## src/design/lkvc_pkg.sv

```systemverilog
// ----------------------------------------------------------------------------
// LRU key-value cache package
// Sizes, command codes and the structs shared by the cache modules.
// ----------------------------------------------------------------------------
package lkvc_pkg;

    localparam int ENTRIES   = 16;
    localparam int IDX_W     = $clog2(ENTRIES);
    localparam int CNT_W     = $clog2(ENTRIES + 1);
    localparam int KEY_W     = 32;
    localparam int VAL_W     = 32;
    localparam int CAP_W     = 5;

    localparam logic [CAP_W-1:0] CAP_RESET = CAP_W'(16);

    localparam logic CMD_LOOKUP = 1'b0;
    localparam logic CMD_WRITE  = 1'b1;

    typedef struct packed {
        logic                    command;
        logic signed [KEY_W-1:0] key;
        logic signed [VAL_W-1:0] value;
    } t_in_item;

    typedef struct packed {
        logic                    hit;
        logic signed [VAL_W-1:0] read_value;
    } t_out_item;

    // Key compare result: one-hot entry that holds the key.
    typedef struct packed {
        logic               hit;
        logic [ENTRIES-1:0] sel;
    } t_match;

    // Entry write request: key and value go to the one-hot entry.
    typedef struct packed {
        logic               en;
        logic [ENTRIES-1:0] sel;
    } t_wr;

endpackage

```

## src/design/lkvc_store.sv

```systemverilog
// ----------------------------------------------------------------------------
// LRU key-value cache entry store
// Key and value registers with a parallel key compare across all entries.
// ----------------------------------------------------------------------------
module lkvc_store (
    input  logic                                  i_clk,
    input  logic signed [lkvc_pkg::KEY_W-1:0]     i_key,
    input  logic signed [lkvc_pkg::VAL_W-1:0]     i_value,
    input  logic        [lkvc_pkg::ENTRIES-1:0]   i_valid_vec,
    input  lkvc_pkg::t_wr                         i_wr,
    output lkvc_pkg::t_match                      o_match,
    output logic signed [lkvc_pkg::VAL_W-1:0]     o_read_value
);

    logic signed [lkvc_pkg::KEY_W-1:0] r_keys   [lkvc_pkg::ENTRIES];
    logic signed [lkvc_pkg::VAL_W-1:0] r_values [lkvc_pkg::ENTRIES];

    always_ff @(posedge i_clk) begin
        for (int i = 0; i < lkvc_pkg::ENTRIES; i++) begin
            if (i_wr.en && i_wr.sel[i]) begin
                r_keys[i]   <= i_key;
                r_values[i] <= i_value;
            end
        end
    end

    // Keys are unique among valid entries, so at most one bit is set and
    // the value can be gathered with an AND-OR mux.
    always_comb begin
        logic [lkvc_pkg::ENTRIES-1:0]      sel;
        logic signed [lkvc_pkg::VAL_W-1:0] val;
        sel = '0;
        val = '0;
        for (int i = 0; i < lkvc_pkg::ENTRIES; i++) begin
            sel[i] = i_valid_vec[i] && (r_keys[i] == i_key);
            if (sel[i]) begin
                val = val | r_values[i];
            end
        end
        o_match.sel  = sel;
        o_match.hit  = |sel;
        o_read_value = val;
    end

endmodule

```

## src/design/lkvc_lru.sv

```systemverilog
// ----------------------------------------------------------------------------
// LRU key-value cache recency tracker
// Valid bits, recency ranks and fill count; picks the entry to write.
// ----------------------------------------------------------------------------
module lkvc_lru (
    input  logic                                i_clk,
    input  logic                                i_rst_n,
    input  logic                                i_go,
    input  logic                                i_cmd,
    input  logic [lkvc_pkg::CAP_W-1:0]          i_cap,
    input  lkvc_pkg::t_match                    i_match,
    output logic [lkvc_pkg::ENTRIES-1:0]        o_valid_vec,
    output lkvc_pkg::t_wr                       o_wr
);

    logic [lkvc_pkg::ENTRIES-1:0] r_valid, n_valid;
    logic [lkvc_pkg::IDX_W-1:0]   r_rank [lkvc_pkg::ENTRIES];
    logic [lkvc_pkg::IDX_W-1:0]   n_rank [lkvc_pkg::ENTRIES];
    logic [lkvc_pkg::CNT_W-1:0]   r_used, n_used;

    logic [lkvc_pkg::CNT_W-1:0]   eff_cap;
    logic                         evict;
    logic                         fill;
    logic                         upd;
    logic [lkvc_pkg::ENTRIES-1:0] victim;
    logic [lkvc_pkg::ENTRIES-1:0] free_vec;
    logic [lkvc_pkg::ENTRIES-1:0] free_sel;
    logic [lkvc_pkg::ENTRIES-1:0] sel;
    logic [lkvc_pkg::IDX_W-1:0]   sel_rank;
    logic [lkvc_pkg::CNT_W-1:0]   thr;

    // Capacity zero acts as one; values above the entry count saturate.
    always_comb begin
        if (i_cap == '0) begin
            eff_cap = lkvc_pkg::CNT_W'(1);
        end else if (32'(i_cap) > 32'(lkvc_pkg::ENTRIES)) begin
            eff_cap = lkvc_pkg::CNT_W'(lkvc_pkg::ENTRIES);
        end else begin
            eff_cap = lkvc_pkg::CNT_W'(i_cap);
        end
    end

    assign evict = (r_used >= eff_cap);

    // Ranks of valid entries are a permutation of 0..used-1, so the least
    // recent entry is the one whose rank equals used-1.
    always_comb begin
        for (int i = 0; i < lkvc_pkg::ENTRIES; i++) begin
            victim[i] = r_valid[i] &&
                        ({1'b0, r_rank[i]} == (r_used - lkvc_pkg::CNT_W'(1)));
        end
    end

    // Lowest-numbered free entry.
    assign free_vec = ~r_valid;
    assign free_sel = free_vec & (~free_vec + lkvc_pkg::ENTRIES'(1));

    assign upd  = i_go && (i_match.hit || (i_cmd == lkvc_pkg::CMD_WRITE));
    assign fill = !i_match.hit && !evict;

    always_comb begin
        if (i_match.hit) begin
            sel = i_match.sel;
        end else if (evict) begin
            sel = victim;
        end else begin
            sel = free_sel;
        end
    end

    always_comb begin
        sel_rank = '0;
        for (int i = 0; i < lkvc_pkg::ENTRIES; i++) begin
            if (sel[i]) begin
                sel_rank = sel_rank | r_rank[i];
            end
        end
    end

    // A touched or evicted entry ages only the more recent ones; a fill
    // ages every valid entry.
    assign thr = fill ? lkvc_pkg::CNT_W'(lkvc_pkg::ENTRIES) : {1'b0, sel_rank};

    always_comb begin
        n_valid = r_valid;
        n_used  = r_used;
        for (int i = 0; i < lkvc_pkg::ENTRIES; i++) begin
            n_rank[i] = r_rank[i];
            if (upd) begin
                if (sel[i]) begin
                    n_rank[i] = '0;
                end else if (r_valid[i] && ({1'b0, r_rank[i]} < thr)) begin
                    n_rank[i] = r_rank[i] + lkvc_pkg::IDX_W'(1);
                end
            end
        end
        if (upd && fill) begin
            n_valid = r_valid | sel;
            n_used  = r_used + lkvc_pkg::CNT_W'(1);
        end
    end

    always_ff @(posedge i_clk) begin
        if (!i_rst_n) begin
            r_valid <= '0;
            r_used  <= '0;
            for (int i = 0; i < lkvc_pkg::ENTRIES; i++) begin
                r_rank[i] <= '0;
            end
        end else begin
            r_valid <= n_valid;
            r_used  <= n_used;
            for (int i = 0; i < lkvc_pkg::ENTRIES; i++) begin
                r_rank[i] <= n_rank[i];
            end
        end
    end

    assign o_valid_vec = r_valid;
    assign o_wr.en     = i_go && (i_cmd == lkvc_pkg::CMD_WRITE);
    assign o_wr.sel    = sel;

endmodule

```

## src/design/lru_key_value_cache.sv

```systemverilog
// ----------------------------------------------------------------------------
// LRU key-value cache
// Fully associative 32-bit key / 32-bit value store with least-recently-used
// replacement and a configurable capacity.
// ----------------------------------------------------------------------------
//
//  Channel   Direction  Handshake                Payload
//  in        sink       i_in_valid / o_in_stall  i_in_data  (command, key, value)
//  out       source     o_out_valid / i_out_stall o_out_data (hit, read_value)
//  cfg       sink       i_cfg_we                 i_cfg_data (capacity_in_use)
//
//  One request is taken per cycle while the input is not stalled; it passes
//  from the request register to the result register. Key compare, rank
//  update and entry write are a single pass between those two registers.
//  Reset is synchronous: valid bits, ranks, fill count and capacity (16) clear;
//  keys and values are only read behind valid bits, so they need no clearing.
//  A stalled result holds the request register, which then stalls the input.
//
module lru_key_value_cache (
    input  logic                          i_clk,
    input  logic                          i_rst_n,
    input  logic                          i_in_valid,
    output logic                          o_in_stall,
    input  lkvc_pkg::t_in_item            i_in_data,
    output logic                          o_out_valid,
    input  logic                          i_out_stall,
    output lkvc_pkg::t_out_item           o_out_data,
    input  logic                          i_cfg_we,
    input  logic [lkvc_pkg::CAP_W-1:0]    i_cfg_data
);

    // Request register (input side) and result register (output side).
    logic                         r_in_valid;
    lkvc_pkg::t_in_item           r_in;
    logic                         r_out_valid;
    lkvc_pkg::t_out_item          r_out;
    lkvc_pkg::t_out_item          n_out;
    logic [lkvc_pkg::CAP_W-1:0]   r_cap;

    logic                         advance;
    logic                         go;
    lkvc_pkg::t_match             match;
    lkvc_pkg::t_wr                wr;
    logic [lkvc_pkg::ENTRIES-1:0] valid_vec;
    logic signed [lkvc_pkg::VAL_W-1:0] hit_value;

    // The result register can take a new result when it is empty or its
    // current result is being transferred this cycle.
    assign advance    = !r_out_valid || !i_out_stall;
    assign go         = r_in_valid && advance;
    assign o_in_stall = r_in_valid && !advance;

    always_ff @(posedge i_clk) begin
        if (!i_rst_n) begin
            r_cap <= lkvc_pkg::CAP_RESET;
        end else if (i_cfg_we) begin
            r_cap <= i_cfg_data;
        end
    end

    always_ff @(posedge i_clk) begin
        if (!i_rst_n) begin
            r_in_valid <= 1'b0;
        end else if (!o_in_stall) begin
            r_in_valid <= i_in_valid;
        end
    end

    always_ff @(posedge i_clk) begin
        if (!o_in_stall && i_in_valid) begin
            r_in <= i_in_data;
        end
    end

    lkvc_store u_store (
        .i_clk        (i_clk),
        .i_key        (r_in.key),
        .i_value      (r_in.value),
        .i_valid_vec  (valid_vec),
        .i_wr         (wr),
        .o_match      (match),
        .o_read_value (hit_value)
    );

    lkvc_lru u_lru (
        .i_clk       (i_clk),
        .i_rst_n     (i_rst_n),
        .i_go        (go),
        .i_cmd       (r_in.command),
        .i_cap       (r_cap),
        .i_match     (match),
        .o_valid_vec (valid_vec),
        .o_wr        (wr)
    );

    // A write reports whether the key was present but returns zero; only a
    // lookup hit returns the stored value.
    always_comb begin
        n_out.hit = match.hit;
        if (match.hit && (r_in.command == lkvc_pkg::CMD_LOOKUP)) begin
            n_out.read_value = hit_value;
        end else begin
            n_out.read_value = '0;
        end
    end

    always_ff @(posedge i_clk) begin
        if (!i_rst_n) begin
            r_out_valid <= 1'b0;
        end else if (advance) begin
            r_out_valid <= r_in_valid;
        end
    end

    always_ff @(posedge i_clk) begin
        if (go) begin
            r_out <= n_out;
        end
    end

    assign o_out_valid = r_out_valid;
    assign o_out_data  = r_out;

endmodule

```

## config.mk

```make
export PLATFORM = sky130hd
export DESIGN_NAME = lru_key_value_cache
export DESIGN_NICKNAME = d
export VERILOG_FILES = /design/src/design/lkvc_pkg.sv /design/src/design/lkvc_store.sv /design/src/design/lkvc_lru.sv /design/src/design/lru_key_value_cache.sv
export SDC_FILE = /design/constraint.sdc
export NUM_CORES = 2
export LEC_CHECK = 0
export BUFFER_PORTS_ARGS = -buffer_cell sky130_fd_sc_hd__buf_2
export CAP_MARGIN = 20
export CORE_MARGIN = 3
export CORE_UTILIZATION = 40
export DETAILED_ROUTE_END_ITERATION = 8
export PLACE_DENSITY = 0.6
export SYNTH_ARGS = -nofsm -noshare
export SYNTH_HDL_FRONTEND = slang
export SYNTH_SLANG_ARGS = --single-unit
```

## constraint.sdc

```tcl
create_clock -name i_clk -period 11 [get_ports i_clk]
set_clock_uncertainty 0.15 [all_clocks]
set_input_delay 3.3 -clock i_clk [delete_from_list [all_inputs] [get_ports i_clk]]
set_output_delay 3.3 -clock i_clk [all_outputs]
set_load 0.02 [all_outputs]
```

==> summary.md <==
| Metric | Value |
|---|---|
| Min cycle time layout | 7.69 ns |
| DP Cell Count | 4974 |
| Reg2Reg Depth | 21 |
| Hold Worst Slack | 0.349 ns |
| Dpl ws | 3.21 ns |
| Syn Std Cell Area | 50900 um2 |
| Worst-path cell chain | buf_4 > xor2_1 > nor4_1 > nand4_1 > nor3_4 > buf_4 > nor4_1 > and4_1 > inv_2 > nor2_1 > nor2_1 > o221a_2 > nand3_1 > o21ai_1 > buf_4 > ha_1 > a31oi_1 > o21ai_0 > or2_2 > or3_1 > a21boi_0 |
| Clock network power share | 0.435 |
| Max Used Layer | met4 |
| First DRT Iteration DRCs | 3566 |
| Largest net degree at the start of global routing | 65 |
| Synth area leader | edfxtp_1 |
| Final GP Congestion | 0.896 |
| Slew HR | 0.244 |
| Routed len/inst | around 27 um |
| Sequential share of power | 0.530 |
| Setup CP Type | register to register |
| Sequential cell area | about 36000 um2 |
| Detail-routed via count per cell | 5.73 |
| Fmax | around 0.13 GHz |
| Critical path fanouts, max | 37 |
| CTS Sinks | 1214 |
| Initial Util | 0.404 |
| Row count | 130 |
| Final wirelength | ~140000 um |
| Reg2reg end | u_lru.r_rank[0][63] |
| Status | completed |
| Number of synthesized flops with an enable pin | 1122 |
| RSZ-0062 raised after global routing | false |
| Mean Syn Cell Area | 15.4 um2 |
| Worst path required time | 11.52 ns |
| Post-synth ARST share | 0 |
| Metal1 wirelength | around 63000 um |
| NumNets Final | 3605 |
| Critical path buffer and inverter count | 4 |
| Yosys top cell area share | 0.662 |
| Max Slew Vio Count | 0 |
| Maxcap violations | 0 |
| H-tree depth | 4 |
| DR pass1 iterations | 6 |
| Worst Hold Endpoint | r_cap[0] |
| Detailed-route DRC error count | 0 |
| Syn nets | 3449 |
| First-pass GRT wire length | 204000 um |
| CTS tree | done |
| Met3 WL | 10400 um |
| PostCTS Resize Cnt | 0 |
| Top cell by count, worst path | buf_4 |
| Worst reg2reg path startpoint | r_in[55] |
| Register area share after synthesis | 0.699 |
| FILL cells | around 11000 |
| Measured slew at the worst slew-check pin | 1.13 ns |
| Setup TNS | 0 ns |
| Most common cell after layout, fill and taps aside | edfxtp_1 |
| Final setup vio count | 0 |
| WP data arrival | 8.21 ns |
| Dpl hpwl | around 77000 um |
| Reg clk slew, reported paths | 0.07 ns |
| DR WL met2 | approximately 64000 um |
| Power Density | 168 nW/um2 |
| Area grow syn2layout | 12.9% |
| Comb power frac | 0.035 |
| Worst vdd ir | 142 uV |
| Sw Share | 0.215 |
| Distinct cells, synth | 82 |
| Fin crit share | 0.699 |
| Clock latency on the worst-skew pair | 0.76 ns |
| Cells after Synth | 3303 |
| Worst Min Path Start | r_cap[0] |
| Layout cells sized above 1 | 0.124 |
| Worst setup margin | 3.31 ns |
| Delay-heaviest family, CP | simple AND/OR/NAND/NOR gates |
| Die Wd | about 360 um |
| I/O pin count | 110 |
| DR vias | 29835 |
| Total power | between 0.009 and 0.01 W |
| Num CTS Buffers | 131 |
| Post-CTS Setup Inserts | 0 |
| Die area | roughly 130000 um2 |
| Synthesized flop and latch total | 1214 |
| Pleak | ~19 nW |
| Synth area leaders | edfxtp_1 (66%), xor2_1 (5.8%), xnor2_1 (4.0%) |
| Root Driver | clkbuf_16 |
| # hold bufs at CTS | 0 |
| # diodes | 0 |
| Worst setup EP type | register |
| Final ANT Viol Nets | 0 |
| Cell count of the worst hold path | 2 |
| FF-to-FF setup slack | 3.31 ns |
| Final Hold Vio Count | 0 |
| GRT Util Overall | 0.212 |
| Synth Flop Type | edfxtp_1 |
| Most frequent cells in the layout | edfxtp_1 (1122), xor2_1 (337), xnor2_1 (233) |
| Clk buf depth | 3 |
| Grt ovf | 0 |
| HP Class | register to register |
| Crit-path max cell delay | between 0.9 and 1 ns |
| Finished Layout Cells | 5210 |
| Placeable Area | 126000 um2 |
| Ys Warns | 0 |
| Area of the multi-input gates | 14300 um2 |
| Switch Pwr | 0.00208 W |
| Critical-path top delay cell | edfxtp_1 |
| Vias in the first global route | 29033 |
| Die height | 363 um |
| Initial antenna violation count | 3 |
| IO Port Bufs | 109 |
| Int Power | 0.00757 W |
| Worst setup SP type | register |
[logic make-up after synthesis]
kind of cell,Yosys count,share of synthesized area
buffers and inverters,226,0.0246
XOR/XNOR,576,0.100
AND/OR/NAND/NOR,618,0.0669
flip-flops,1214,0.699
multiplexers,46,0.00908
AO/OA/AOI/OAI,552,0.0833
adder cells (fa/ha/maj),71,0.0175
[flip-flops by register name, indices dropped and copies added (netlist names)]
signal,count
o_out_valid,1
r_in_valid,1
o_out_data,33
u_store.r_values,512
u_lru.o_valid_vec,16
r_in,65
r_cap,5
u_store.r_keys,512
u_lru.r_rank,64
u_lru.r_used,5
[cell usage after synthesis, drive strengths merged, types with 36 or more instances]
cell    number
xor2       339
a22o        99
and3        43
a221oi     100
a22oi       79
nand3       91
nor3        49
nand4       82
ha          71
mux2i       45
a31oi       53
nand2      101
xnor2      234
a21o        36
nor2        83
clkbuf      76
dfxtp       92
buf        105
inv         45
edfxtp    1122
nor4        89
a21oi       59
[worst max-delay path by stage]
stage	startpoint	end	slack, ns	cells past startpoint
final	r_in[55]	u_lru.r_rank[0][63]	3.31	21
after global routing	r_in[55]	u_lru.r_rank[0][35]	3.01	22
after CTS	r_in[55]	u_lru.r_rank[0][35]	3.16	22
after detailed placement	r_in[55]	u_lru.r_rank[0][35]	3.21	22
after global placement	r_in[55]	u_lru.r_rank[0][35]	3.36	22
after floorplan	i_out_stall	u_store.r_keys[0][0]	0.77	4
[final cells by class]
class                   count  area share
well taps                1650      0.0360
multi-input cells        1863       0.249
clock buffers             168      0.0617
inverters                  45     0.00294
repair buffers            204      0.0226
clock inverters            66     0.00885
flip-flops and latches   1214       0.619
[worst register-to-register path: cells and delay by family (launching register included)]
kind	cells	cell delay, ns
buffers and inverters	4	1.72
XOR/XNOR	1	0.11
adder cells (fa/ha/maj)	1	0.26
flip-flops	1	0.97
AND/OR/NAND/NOR	10	2.86
AO/OA/AOI/OAI	5	1.51
[metal layers]
layer,vias up,global-route usage
li1,13117,-
met1,15249,0.310
met2,1262,0.328
met3,207,0.0347
met4,0,0.0546
met5,-,0
[power by group through the flow]
stage | clock network, W | logic, W | registers, W
2_1_floorplan | 0 | 0.000202 | 0.00522
3_3_place_gp | 0 | 0.000339 | 0.00521
3_5_place_dp | 0 | 0.000341 | 0.00522
4_1_cts | 0.00427 | 0.000342 | 0.00512
5_1_grt | 0.00445 | 0.000365 | 0.00512
6_report | 0.00420 | 0.000337 | 0.00512
[per-stage QoR]
stage	area, um2	util
floorplan	50900	-
detailed placement	53300	0.424
CTS	57400	0.456
global placement	53300	0.423
global route	57400	0.456
finish	57400	0.456
Note: power is estimated with default switching activity, not from simulation.
